`src/rtl/core/lld_pkg.sv`:
```
// ----------------------------------------------------------------------------
// lld_pkg - shared types and constants for the link layer decapsulation parser
// Verdict codes, link kinds, register indexes and the result record.
// ----------------------------------------------------------------------------
package lld_pkg;

    // Label stack depth limit (1 to 16; the label counter is 4 bits wide)
    localparam int MAX_LABELS = 8;

    // Widths of the fields of one transfer
    localparam int BYTE_W  = 8;
    localparam int POS_W   = 7;
    localparam int HDR_W   = 7;
    localparam int PROTO_W = 32;
    localparam int KIND_W  = 3;
    localparam int IDX_W   = 2;
    localparam int LBL_W   = 4;

    // Configuration register indexes
    localparam logic [IDX_W-1:0] REG_LINK_KIND   = 2'd0;
    localparam logic [IDX_W-1:0] REG_DEFAULT_HDR = 2'd1;
    localparam logic [IDX_W-1:0] REG_IPV6_FAMILY = 2'd2;

    // Reset values of the configuration registers
    localparam logic [KIND_W-1:0] RST_LINK_KIND   = 3'd1;
    localparam logic [HDR_W-1:0]  RST_DEFAULT_HDR = 7'd14;
    localparam logic [BYTE_W-1:0] RST_IPV6_FAMILY = 8'd10;

    // Link kinds
    localparam logic [KIND_W-1:0] LK_LOOPBACK = 3'd0;
    localparam logic [KIND_W-1:0] LK_ETHERNET = 3'd1;
    localparam logic [KIND_W-1:0] LK_FDDI     = 3'd2;
    localparam logic [KIND_W-1:0] LK_COOKED   = 3'd3;
    localparam logic [KIND_W-1:0] LK_PPP      = 3'd4;
    localparam logic [KIND_W-1:0] LK_RAW      = 3'd5;

    // Verdict codes
    typedef enum logic [2:0] {
        ST_OK    = 3'd0,
        ST_LOOP  = 3'd1,
        ST_PPPOE = 3'd2,
        ST_PPP   = 3'd3,
        ST_DEEP  = 3'd4,
        ST_TRUNC = 3'd5
    } t_status;

    // One result item
    typedef struct packed {
        t_status            status;
        logic [POS_W-1:0]   offset;
        logic [HDR_W-1:0]   rep_hdr;
        logic [PROTO_W-1:0] protocol;
    } t_result;

endpackage

```
`src/rtl/core/lld_parser.sv`:
```
// ----------------------------------------------------------------------------
// lld_parser - per-byte header parse stage
// Holds the per-packet parse state and updates it from one accepted byte per cycle;
// forms the result record on the byte that carries the last flag.
// ----------------------------------------------------------------------------
module lld_parser (
    input  logic                          i_clk,
    input  logic                          i_rst_n,
    input  logic                          i_accept,
    input  logic [lld_pkg::BYTE_W-1:0]    i_data_byte,
    input  logic                          i_last,
    input  logic [lld_pkg::KIND_W-1:0]    i_link_kind,
    input  logic [lld_pkg::HDR_W-1:0]     i_default_hdr,
    input  logic [lld_pkg::BYTE_W-1:0]    i_ipv6_family,
    output logic                          o_res_valid,
    output lld_pkg::t_result              o_res
);

    typedef enum logic [2:0] {
        PH_LINK  = 3'd0,
        PH_VLAN  = 3'd1,
        PH_PPPOE = 3'd2,
        PH_MPLS  = 3'd3,
        PH_DONE  = 3'd4
    } t_phase;

    localparam logic [lld_pkg::POS_W-1:0] POS_MAX = {lld_pkg::POS_W{1'b1}};

    // Parse state
    logic [lld_pkg::POS_W-1:0]   r_pos,      n_pos;
    logic [lld_pkg::PROTO_W-1:0] r_proto,    n_proto;
    t_phase                      r_phase,    n_phase;
    logic [lld_pkg::POS_W-1:0]   r_nstart,   n_nstart;
    logic [lld_pkg::LBL_W-1:0]   r_lcount,   n_lcount;
    lld_pkg::t_status            r_verdict,  n_verdict;
    logic                        r_stripped, n_stripped;
    logic [lld_pkg::BYTE_W-1:0]  r_held,     n_held;

    // MPLS byte positions within the current label
    logic [lld_pkg::POS_W:0]     w_pos_x;
    logic [lld_pkg::POS_W:0]     w_lbl_b2;
    logic [lld_pkg::POS_W:0]     w_lbl_b3;
    logic                        w_other_kind;

    assign w_pos_x      = {1'b0, r_pos};
    assign w_lbl_b2     = {1'b0, r_nstart} + 8'd2;
    assign w_lbl_b3     = {1'b0, r_nstart} + 8'd3;
    assign w_other_kind = (i_link_kind != lld_pkg::LK_LOOPBACK)
                       && (i_link_kind != lld_pkg::LK_ETHERNET)
                       && (i_link_kind != lld_pkg::LK_PPP);

    // Next-state and result logic
    always_comb begin
        n_pos       = r_pos;
        n_proto     = r_proto;
        n_phase     = r_phase;
        n_nstart    = r_nstart;
        n_lcount    = r_lcount;
        n_verdict   = r_verdict;
        n_stripped  = r_stripped;
        n_held      = r_held;
        o_res_valid = 1'b0;
        o_res       = '0;

        if (i_accept) begin
            unique case (r_phase)
                PH_LINK: begin
                    if (i_link_kind == lld_pkg::LK_LOOPBACK) begin
                        // little-endian address family in bytes 0..3
                        if (r_pos < 7'd4) begin
                            case (r_pos[1:0])
                                2'd0:    n_proto[7:0]   = i_data_byte;
                                2'd1:    n_proto[15:8]  = i_data_byte;
                                2'd2:    n_proto[23:16] = i_data_byte;
                                default: n_proto[31:24] = i_data_byte;
                            endcase
                        end
                        if (r_pos == 7'd3) begin
                            n_phase = PH_DONE;
                            if (n_proto == 32'd2 || n_proto == {24'd0, i_ipv6_family}
                                    || n_proto == 32'd24 || n_proto == 32'd28
                                    || n_proto == 32'd30) begin
                                n_verdict = lld_pkg::ST_OK;
                                n_nstart  = i_default_hdr;
                            end else begin
                                n_verdict = lld_pkg::ST_LOOP;
                                n_nstart  = '0;
                            end
                        end
                    end else if (i_link_kind == lld_pkg::LK_ETHERNET) begin
                        // ethertype in bytes 12..13
                        if (r_pos == 7'd12) begin
                            n_proto = {16'd0, i_data_byte, 8'd0};
                        end else if (r_pos == 7'd13) begin
                            n_proto = {r_proto[31:8], i_data_byte};
                            if (n_proto == 32'h0000_8847) begin
                                n_stripped = 1'b1;
                                n_nstart   = 7'd14;
                                n_lcount   = '0;
                                n_phase    = PH_MPLS;
                            end else if (n_proto == 32'h0000_8100) begin
                                n_stripped = 1'b1;
                                n_phase    = PH_VLAN;
                            end else if (n_proto == 32'h0000_8864) begin
                                n_stripped = 1'b1;
                                n_phase    = PH_PPPOE;
                            end else begin
                                n_verdict = lld_pkg::ST_OK;
                                n_nstart  = i_default_hdr;
                                n_phase   = PH_DONE;
                            end
                        end
                    end else if (i_link_kind == lld_pkg::LK_PPP) begin
                        // PPP protocol in bytes 2..3
                        if (r_pos == 7'd2) begin
                            n_proto = {16'd0, i_data_byte, 8'd0};
                        end else if (r_pos == 7'd3) begin
                            n_proto = {r_proto[31:8], i_data_byte};
                            if (n_proto == 32'h0000_0281) begin
                                n_stripped = 1'b1;
                                n_nstart   = 7'd4;
                                n_lcount   = '0;
                                n_phase    = PH_MPLS;
                            end else if (n_proto == 32'h0000_0021
                                    || n_proto == 32'h0000_0057) begin
                                n_verdict = lld_pkg::ST_OK;
                                n_nstart  = i_default_hdr;
                                n_phase   = PH_DONE;
                            end else begin
                                n_verdict = lld_pkg::ST_PPP;
                                n_nstart  = '0;
                                n_phase   = PH_DONE;
                            end
                        end
                    end
                end
                PH_VLAN: begin
                    // inner type check on bytes 20..21
                    if (r_pos == 7'd20) begin
                        n_held = i_data_byte;
                    end else if (r_pos == 7'd21) begin
                        n_verdict = lld_pkg::ST_OK;
                        n_phase   = PH_DONE;
                        n_nstart  = (r_held == 8'h08 && i_data_byte == 8'h00) ? 7'd22 : 7'd18;
                    end
                end
                PH_PPPOE: begin
                    // PPP protocol carried in bytes 20..21
                    if (r_pos == 7'd20) begin
                        n_held = i_data_byte;
                    end else if (r_pos == 7'd21) begin
                        n_proto = {16'd0, r_held, i_data_byte};
                        n_phase = PH_DONE;
                        if (n_proto == 32'h0000_0021 || n_proto == 32'h0000_0057) begin
                            n_verdict = lld_pkg::ST_OK;
                            n_nstart  = 7'd22;
                        end else begin
                            n_verdict = lld_pkg::ST_PPPOE;
                            n_nstart  = '0;
                        end
                    end
                end
                PH_MPLS: begin
                    // bottom-of-stack bit sits in the third byte of a label
                    if (w_pos_x == w_lbl_b2) begin
                        n_held = {7'd0, i_data_byte[0]};
                    end else if (w_pos_x == w_lbl_b3) begin
                        n_nstart = r_nstart + 7'd4;
                        if (r_held[0]) begin
                            n_verdict = lld_pkg::ST_OK;
                            n_phase   = PH_DONE;
                        end else if (({1'b0, r_lcount} + 5'd1)
                                >= 5'(lld_pkg::MAX_LABELS)) begin
                            n_verdict = lld_pkg::ST_DEEP;
                            n_nstart  = '0;
                            n_phase   = PH_DONE;
                        end else begin
                            n_lcount = r_lcount + 4'd1;
                        end
                    end
                end
                PH_DONE: begin
                    // trailing bytes are ignored
                end
                default: begin
                end
            endcase

            // saturating byte position
            if (r_pos != POS_MAX) begin
                n_pos = r_pos + 7'd1;
            end

            // packet end: settle the verdict and issue the result
            if (i_last) begin
                if (n_phase != PH_DONE) begin
                    if (n_phase == PH_LINK && w_other_kind) begin
                        n_verdict = lld_pkg::ST_OK;
                        n_nstart  = i_default_hdr;
                    end else begin
                        n_verdict = lld_pkg::ST_TRUNC;
                        n_nstart  = '0;
                    end
                end
                o_res_valid     = 1'b1;
                o_res.status    = n_verdict;
                o_res.protocol  = n_proto;
                if (n_verdict == lld_pkg::ST_OK) begin
                    o_res.offset  = n_nstart;
                    o_res.rep_hdr = n_stripped ? '0 : i_default_hdr;
                end
                n_pos      = '0;
                n_proto    = '0;
                n_phase    = PH_LINK;
                n_nstart   = '0;
                n_lcount   = '0;
                n_verdict  = lld_pkg::ST_OK;
                n_stripped = 1'b0;
                n_held     = '0;
            end
        end
    end

    // State registers
    always_ff @(posedge i_clk) begin
        if (!i_rst_n) begin
            r_pos      <= '0;
            r_proto    <= '0;
            r_phase    <= PH_LINK;
            r_nstart   <= '0;
            r_lcount   <= '0;
            r_verdict  <= lld_pkg::ST_OK;
            r_stripped <= 1'b0;
            r_held     <= '0;
        end else begin
            r_pos      <= n_pos;
            r_proto    <= n_proto;
            r_phase    <= n_phase;
            r_nstart   <= n_nstart;
            r_lcount   <= n_lcount;
            r_verdict  <= n_verdict;
            r_stripped <= n_stripped;
            r_held     <= n_held;
        end
    end

    // Label counter stays below the limit
    a_lcount_bound: assert property (@(posedge i_clk) disable iff (!i_rst_n)
        ({1'b0, r_lcount} < 5'(lld_pkg::MAX_LABELS)))
        else $error("label count reached the limit");

    // Label stack parsing implies a stripped header
    a_mpls_stripped: assert property (@(posedge i_clk) disable iff (!i_rst_n)
        (r_phase == PH_MPLS) |-> r_stripped)
        else $error("mpls phase without strip flag");

    // Packet end returns the parse state to the start
    a_clear_on_last: assert property (@(posedge i_clk) disable iff (!i_rst_n)
        (i_accept && i_last) |=> (r_pos == '0 && r_phase == PH_LINK && !r_stripped))
        else $error("parse state not cleared after packet end");

endmodule

```
`src/rtl/core/lld_out_reg.sv`:
```
// ----------------------------------------------------------------------------
// lld_out_reg - result register
// Holds one result until the downstream side takes the transfer.
// ----------------------------------------------------------------------------
module lld_out_reg (
    input  logic             i_clk,
    input  logic             i_rst_n,
    input  logic             i_load,
    input  lld_pkg::t_result i_res,
    input  logic             i_stall,
    output logic             o_valid,
    output lld_pkg::t_result o_res
);

    logic             r_valid;
    lld_pkg::t_result r_res;

    // Load a new result, or drop the held one once taken
    always_ff @(posedge i_clk) begin
        if (!i_rst_n) begin
            r_valid <= 1'b0;
        end else if (i_load) begin
            r_valid <= 1'b1;
        end else if (!i_stall) begin
            r_valid <= 1'b0;
        end
    end

    always_ff @(posedge i_clk) begin
        if (i_load) begin
            r_res <= i_res;
        end
    end

    assign o_valid = r_valid;
    assign o_res   = r_res;

    // A load never overwrites a result still waiting on a stall
    a_no_overwrite: assert property (@(posedge i_clk) disable iff (!i_rst_n)
        i_load |-> !(r_valid && i_stall))
        else $error("result overwritten while stalled");

    // Rejected verdicts carry no offset and no header size
    a_reject_zero: assert property (@(posedge i_clk) disable iff (!i_rst_n)
        (r_valid && r_res.status != lld_pkg::ST_OK)
            |-> (r_res.offset == '0 && r_res.rep_hdr == '0))
        else $error("rejected result with nonzero offset");

    // A load always presents a result next cycle
    a_load_valid: assert property (@(posedge i_clk) disable iff (!i_rst_n)
        i_load |=> r_valid)
        else $error("loaded result not presented");

endmodule

```
`src/rtl/core/link_layer_decapsulation_parser.sv`:
```
// ----------------------------------------------------------------------------
// link_layer_decapsulation_parser - top level
// Byte-wide parser of loopback, ethernet (VLAN, PPPoE, MPLS) and PPP link
// headers; one verdict per packet on the byte that carries the last flag.
//
//   channel  | direction | handshake                    | payload
//   ---------+-----------+------------------------------+-------------------------
//   in       | input     | i_in_valid / o_in_stall      | i_data_byte, i_last
//   out      | output    | o_out_valid / i_out_stall    | o_status, o_network_offset,
//            |           |                              | o_reported_header_size,
//            |           |                              | o_link_protocol
//   cfg      | input     | i_cfg_valid / o_cfg_ready    | i_cfg_index, i_cfg_data
//
// One byte is taken each cycle; the parse state updates in the same cycle and
// the result sits in the output register in the cycle after the last byte.
// The input is stalled only while a result waits in the output register and
// the output side is stalled. Configuration writes are taken every cycle.
// Synchronous reset clears the parse state and loads register defaults.
// ----------------------------------------------------------------------------
module link_layer_decapsulation_parser (
    input  logic                          i_clk,
    input  logic                          i_rst_n,
    // byte input
    input  logic                          i_in_valid,
    output logic                          o_in_stall,
    input  logic [lld_pkg::BYTE_W-1:0]    i_data_byte,
    input  logic                          i_last,
    // result output
    output logic                          o_out_valid,
    input  logic                          i_out_stall,
    output logic [2:0]                    o_status,
    output logic [lld_pkg::POS_W-1:0]     o_network_offset,
    output logic [lld_pkg::HDR_W-1:0]     o_reported_header_size,
    output logic [lld_pkg::PROTO_W-1:0]   o_link_protocol,
    // configuration writes
    input  logic                          i_cfg_valid,
    output logic                          o_cfg_ready,
    input  logic [lld_pkg::IDX_W-1:0]     i_cfg_index,
    input  logic [lld_pkg::BYTE_W-1:0]    i_cfg_data
);

    logic [lld_pkg::KIND_W-1:0] r_link_kind;
    logic [lld_pkg::HDR_W-1:0]  r_default_hdr;
    logic [lld_pkg::BYTE_W-1:0] r_ipv6_family;

    logic             w_accept;
    logic             w_res_valid;
    lld_pkg::t_result w_res;
    lld_pkg::t_result w_out_res;

    // Configuration registers
    assign o_cfg_ready = 1'b1;

    always_ff @(posedge i_clk) begin
        if (!i_rst_n) begin
            r_link_kind   <= lld_pkg::RST_LINK_KIND;
            r_default_hdr <= lld_pkg::RST_DEFAULT_HDR;
            r_ipv6_family <= lld_pkg::RST_IPV6_FAMILY;
        end else if (i_cfg_valid && o_cfg_ready) begin
            unique case (i_cfg_index)
                lld_pkg::REG_LINK_KIND:   r_link_kind   <= i_cfg_data[lld_pkg::KIND_W-1:0];
                lld_pkg::REG_DEFAULT_HDR: r_default_hdr <= i_cfg_data[lld_pkg::HDR_W-1:0];
                lld_pkg::REG_IPV6_FAMILY: r_ipv6_family <= i_cfg_data;
                default: begin
                end
            endcase
        end
    end

    // Input transfer handshake
    assign o_in_stall = o_out_valid && i_out_stall;
    assign w_accept   = i_in_valid && !o_in_stall;

    lld_parser u_parser (
        .i_clk         (i_clk),
        .i_rst_n       (i_rst_n),
        .i_accept      (w_accept),
        .i_data_byte   (i_data_byte),
        .i_last        (i_last),
        .i_link_kind   (r_link_kind),
        .i_default_hdr (r_default_hdr),
        .i_ipv6_family (r_ipv6_family),
        .o_res_valid   (w_res_valid),
        .o_res         (w_res)
    );

    lld_out_reg u_out_reg (
        .i_clk   (i_clk),
        .i_rst_n (i_rst_n),
        .i_load  (w_res_valid),
        .i_res   (w_res),
        .i_stall (i_out_stall),
        .o_valid (o_out_valid),
        .o_res   (w_out_res)
    );

    // Result fields
    assign o_status               = w_out_res.status;
    assign o_network_offset       = w_out_res.offset;
    assign o_reported_header_size = w_out_res.rep_hdr;
    assign o_link_protocol        = w_out_res.protocol;

endmodule
```
`config.mk`:
```
export PLATFORM = sky130hd
export DESIGN_NAME = link_layer_decapsulation_parser
export DESIGN_NICKNAME = d
export VERILOG_FILES = /design/src/rtl/core/lld_pkg.sv /design/src/rtl/core/lld_parser.sv /design/src/rtl/core/lld_out_reg.sv /design/src/rtl/core/link_layer_decapsulation_parser.sv
export SDC_FILE = /design/constraint.sdc
export NUM_CORES = 1
export LEC_CHECK = 0
export ABC_AREA = 1
export BUFFER_PORTS_ARGS = -buffer_cell sky130_fd_sc_hd__buf_4
export CORE_ASPECT_RATIO = 1.25
export CORE_MARGIN = 3
export CORE_UTILIZATION = 39
export CTS_CLUSTER_SIZE = 12
export DETAILED_ROUTE_END_ITERATION = 10
export PLACE_DENSITY_LB_ADDON = 0.08
export SYNTH_ARGS = -nofsm -noshare
export SYNTH_HDL_FRONTEND = slang
export SYNTH_SLANG_ARGS = --single-unit
```
`constraint.sdc`:
```
create_clock -name i_clk -period 4.3 [get_ports i_clk]
set_input_delay 0.86 -clock i_clk [delete_from_list [all_inputs] [get_ports i_clk]]
set_output_delay 0.86 -clock i_clk [all_outputs]
set_load 0.02 [all_outputs]
```
# Word-level counts from Yosys, hierarchy flattened
# Cells that the tools add are included.
dict set report op_classes {
  add_sub_neg 6
  multipliers 0
  div_mod_pow 0
  magnitude_cmp 2
  n_eq_ne 50
  n_shift 0
  n_mux 136
  n_bitwise 3
  n_reduce_logical 35
}
# operator count
set op_table {}
lappend op_table {{32-bit two-way mux} 12}
lappend op_table {{7-bit two-way mux} 27}
lappend op_table {{3-bit two-way mux} 46}
lappend op_table {{32-bit by 16-bit equality test with 1-bit output, second input constant} 3}
lappend op_table {{32-bit by 5-bit equality test with 1-bit output, second input constant} 3}
lappend op_table {{8-bit two-way mux} 9}
lappend op_table {{32-bit case mux with 2 select lines} 1}
lappend op_table {{4-bit two-way mux} 14}
lappend op_table {{32-bit by 10-bit equality test with 1-bit output, second input constant} 1}
lappend op_table {{32-bit by 2-bit equality test with 1-bit output, second input constant} 1}
lappend op_table {{32-bit by 6-bit equality test with 1-bit output, second input constant} 1}
lappend op_table {{32-bit by 7-bit equality test with 1-bit output, second input constant} 1}
lappend op_table {{32-bit by 8-bit equality test with 1-bit output} 1}
lappend op_table {{7-bit case mux with 4 select lines} 1}
lappend op_table {{1-bit two-way mux} 19}
lappend op_table {{3-bit != test, second input constant} 6}
lappend op_table {{7-bit by 2-bit adder with 8-bit output, second input constant} 2}
lappend op_table {{16-bit by 6-bit equality test with 1-bit output, second input constant} 1}
lappend op_table {{16-bit by 7-bit equality test with 1-bit output, second input constant} 1}
lappend op_table {{7-bit by 8-bit equality test with 1-bit output} 2}
lappend op_table {{8-bit case mux with 2 select lines} 1}
lappend op_table {{7-bit by 2-bit equality test with 1-bit output, second input constant} 2}
lappend op_table {{7-bit by 4-bit equality test with 1-bit output, second input constant} 2}
lappend op_table {{7-bit by 5-bit equality test with 1-bit output, second input constant} 2}
lappend op_table {{other kinds (40)} 73}
dict set report word_totals {
  regBits 133
  latchBits 0
  ramBits 0
  mem_bits_ro 0
  input_bits 24
  elab_cells 248
  mem_count 0
}

# Logic depth before layout (Yosys ltp)
dict set report logic_depth {
  word_depth 22
  ltp_mapped 22
  mapped_depth_nobuf 21
}

# Hierarchy
# A second synthesis with hierarchy kept.
dict set report unflattened {
  cells_unflattened 1567
  area_unflattened_um2 9721.8
}
# mod n_inst cells_each area_each_um2 seq_area_each_um2
set by_module_without_submodules {}
lappend by_module_without_submodules {lld_parser 1 1400 7412.1 1301.2}
lappend by_module_without_submodules {lld_out_reg 1 54 1511.4 1491.4}
lappend by_module_without_submodules {link_layer_decapsulation_parser 1 113 798.3 360.3}

# Least setup slack after synthesis
# Ideal clock, no wire load.
dict set report synth_path {
  kind {in2reg}
  startpoint {in i_last}
  endpoint {reg u_parser.r_pos[4] (netlist name)}
  arrival_ps 4200
  setup_slack_ps 5
  cell_stages 8
  path_cell_list {clkbuf_1 -> inv_1 -> nor2_1 -> inv_1 -> clkbuf_1 -> nand2_1 -> nand4_1 -> a221oi_1}
}
dict set report synth_via {
  elab_chain_cells 2
  word_cells_on_any_way 3
}
# item line
set synth_rtl {}
lappend synth_rtl {{from (decl)} link_layer_decapsulation_parser.sv:27} ;# input logic i_last,
lappend synth_rtl {{2-bit nonzero test (no source line)} n/a}
lappend synth_rtl {{2-bit AND reduction (no source line)} n/a}
lappend synth_rtl {{to (signal assigned)} lld_parser.sv:236} ;# r_pos <= n_pos;
lappend synth_rtl {{to (decl)} lld_parser.sv:30} ;# logic [lld_pkg::POS_W-1:0] r_pos, n_pos;
# Several ways; a longest one is shown, not always the timed one.
# A chain may end at the register's enable or synchronous reset.

# Worst setup path after layout
dict set report layout_path {
  startpoint {reg u_parser.r_pos[1] (netlist name)}
  endpoint {reg u_out_reg.r_res (netlist bit u_out_reg.o_res[41]) (data pin)}
}
dict set report layout_via {
  elab_chain_cells 21
  word_cells_on_any_way 87
}
# item line
set layout_rtl {}
lappend layout_rtl {{branches (longest 21 deep; another with 7-bit by 3-bit < comparator with 1-bit output)} n/a}
lappend layout_rtl {{to (signal assigned)} lld_out_reg.sv:31} ;# r_res <= i_res;
lappend layout_rtl {{to (decl)} lld_out_reg.sv:16} ;# lld_pkg::t_result r_res;
# Several ways; the timed one is not identified. The select of a mux whose other input is x is not followed.

==> results.tsv <==
stage	metric	value	unit
worst_setup_path	CP required	4.49	ns
worst_hold_path	hold_sp	r_ipv6_family[2]	
drt	Post-route DRC	0	
layout	filler cell count	2420	
drt	DR vias/cell	5.43	
logic_synthesis	Post-Synthesis Cells	1393	
logic_synthesis	Yosys top cell by area	dfxtp_1	
drt	1st-pass router iterations	5	
clock_network	Skew-Pair Late Insertion Delay	0.43	ns
floorplanning	Die Y	177	um
global_routing	GRT Util Overall	0.256	
place	Post-DP HPWL	23400	um
global_routing	vias in the first global route	9076	
timing	Setup TNS	0	ns
worst_setup_path	CP arrival	3.79	ns
logic_synthesis	ys async rst share	0	
layout	nets	1477	
clock_network	cts hold-fix bufs	0	
worst_setup_path	CP startpoint	u_parser.r_pos[1]	
timing	Slew HR	0.515	
floorplanning	die area	25300	um2
clock_network	CTS Buffer Depth	2	
layout	area of the multi-input gates	5010	um2
clock_network	Num CTS Buffers	17	
logic_synthesis	Avg Inst Size Synth	6.54	um2
power	IR drop worst, VDD	0.260	mV
logic_synthesis	synth top area cells	dfxtp_1, edfxtp_1, nand2_1, nor2_1, inv_1	
floorplanning	initial core utilization	0.404	
timing	final hold violations	0	
place	gp weighted congestion	0.978	
logic_synthesis	Synth top area share	0.184	
timing	final setup fails	0	
worst_setup_path	Worst setup EP type	flip-flop	
drt	Iteration-0 DRC Markers	758	
status	status	finished clean	
timing	min cycle time layout	3.60	ns
power	power per cell area	315	nW/um2
drt	total wire length	31800	um
global_routing	initial antenna violation count	0	
floorplanning	row count	61	
logic_synthesis	Yosys cell types	55	
clock_network	Worst-path clk slew	0.07	ns
power	final total power	3.29	mW
global_routing	global-route wire length before repair	50500	um
place	Post-Place Worst Slack	0.712	ns
layout	Ant. Diodes	0	
worst_setup_path	cell mode on critical path	nand2_1	
timing	Max Clock Skew	0.0115	ns
timing	Worst Setup Slack, final	0.701	ns
clock_network	TritonCTS clock tree	built	
clock_network	H-Tree Depth	4	
worst_hold_path	HP Class	flip-flop to flip-flop	
clock_network	cts repair resizes	0	
worst_setup_path	crit-path max FO	14	
logic_synthesis	EDFF count, synth	49	
logic_synthesis	ys flop type	dfxtp_1	
timing	crit share post-route	0.837	
floorplanning	Core Region	22600	um2
floorplanning	Die W	143	um
drt	Final ANT Viol Nets	0	
floorplanning	IO Pins	76	
clock_network	Root Buffer	clkbuf_16	
clock_network	clock sink count	133	
place	I/O Buffers	74	
drt	routed vias	9450	
worst_setup_path	crit-path cells	ha_1 -> nand4_2 -> nor2_2 -> nand2_2 -> nor2_2 -> inv_2 -> nand2_1 -> inv_1 -> nand2_1 -> nand2_1 -> nand2_1 -> nand3_2 -> nor2b_1 -> nor2_2 -> nand2_2 -> nor2_1	
layout	most frequent cells in the layout	nand2_1, nor2_1, inv_1, a21oi_1, o21ai_0	
logic_synthesis	Netlist Area Pre-Place	9120	um2
worst_setup_path	CP Launch Type	flip-flop	
layout	register area	3150	um2
logic_synthesis	yosys warns	0	
timing	slew at the pin closest to its max-slew limit	0.728	ns
global_routing	global route overflow	0	
logic_synthesis	syn_nets	1427	
worst_setup_path	slowest CP cell	ha_1	
worst_setup_path	R2R Path Start	u_parser.r_pos[1]	
job	Max Cap Viol	0	
worst_setup_path	crit path kind	flip-flop to flip-flop	
logic_synthesis	Yosys reg bits	133	
global_routing	largest net degree at the start of global routing	51	
power	Static Leakage	4.22	nW
drt	DR WL/cell	18.3	um
logic_synthesis	Seq/Total Area, Yosys	0.346	
clock_network	# Post-CTS Setup Buffers	0	
timing	Max Fclk	0.278	GHz
layout	most common cell after layout, fill and taps aside	nand2_1	
layout	area growth from synthesis to final layout	14.4	%
timing	count of final max-slew check failures	0	
worst_setup_path	slowest stage delay, CP	0.48	ns
timing	RSZ-0062 raised after global routing	no	
layout	share of cells above drive strength 1	0.127	
-- metal layers --
metal | part of all wire | up-vias | GRT usage
met3 | 0.054 | 56 | 0.0343
met2 | 0.47 | 304 | 0.410
li1 | - | 4700 | -
met1 | 0.45 | 4390 | 0.352
met5 | 0 | - | 0
met4 | 0.029 | 0 | 0.0943
-- sequential cells by signal, summed over array words and instances (netlist names), 4 cells and up --
register,cells
u_parser.r_lcount,4
r_default_hdr,7
u_parser.r_pos,7
u_out_reg.o_res,49
u_parser.r_proto,32
u_parser.r_nstart,7
r_ipv6_family,8
u_parser.r_held,8
-- worst paths after layout --
check                                            to  slack, ns  cells past startpoint
worst max-delay path            u_out_reg.o_res[41]       0.70                     16
worst min-delay path               r_ipv6_family[2]       0.47                      2
worst min register to register     r_ipv6_family[2]       0.47                      2
worst max register to register  u_out_reg.o_res[41]       0.70                     16
-- critical path: cells and delay by family (launching register included) --
family	cells	cell delay, ns
AND/OR/NAND/NOR	13	2.32
adder cells (fa/ha/maj)	1	0.48
flip-flops	1	0.45
buffers and inverters	2	0.10
-- per-stage QoR --
stage                      util  hold WS (ns)  instances  area, um2
after global placement    0.436         0.455       1707       9860
final                     0.462         0.474       1739      10400
after CTS                 0.462         0.473       1739      10400
after global routing      0.462         0.497       1739      10400
after detailed placement  0.436         0.463       1707       9860
after floorplan               -         0.444       1393       9120
-- kinds of logic after synthesis --
group	synth area share
adders and majority gates	0.0137
buffers and inverters	0.106
AOI/OAI and AO/OA	0.208
DFF	0.346
other	0.000411
xor gates and xnor gates	0.00769
and+or+nand+nor	0.319
-- synthesized netlist by cell type, types with 19 or more instances --
cell	instances
o211ai_1	34
o21ai_1	19
o21ai_0	103
nand3_1	66
nand2_1	361
clkbuf_1	39
nor2_1	169
o22ai_1	20
a21oi_1	106
dfxtp_1	84
edfxtp_1	49
nor2_2	21
inv_1	162
-- area by class of cell --
class	count	share of cell area
Multi-Input combinational cell	1022	0.480
Sequential cell	133	0.302
Inverter	181	0.0652
Timing Repair Buffer	88	0.0634
Clock buffer	18	0.0421
Tap cell	283	0.0340
Clock inverter	14	0.0126
-- report_power, final --
group	total, mW	internal, mW	switching (mW)
clock network	1.45	0.782	0.670
registers	1.36	1.34	0.0245
logic	0.473	0.138	0.335
(Power assumes the default switching activity.)
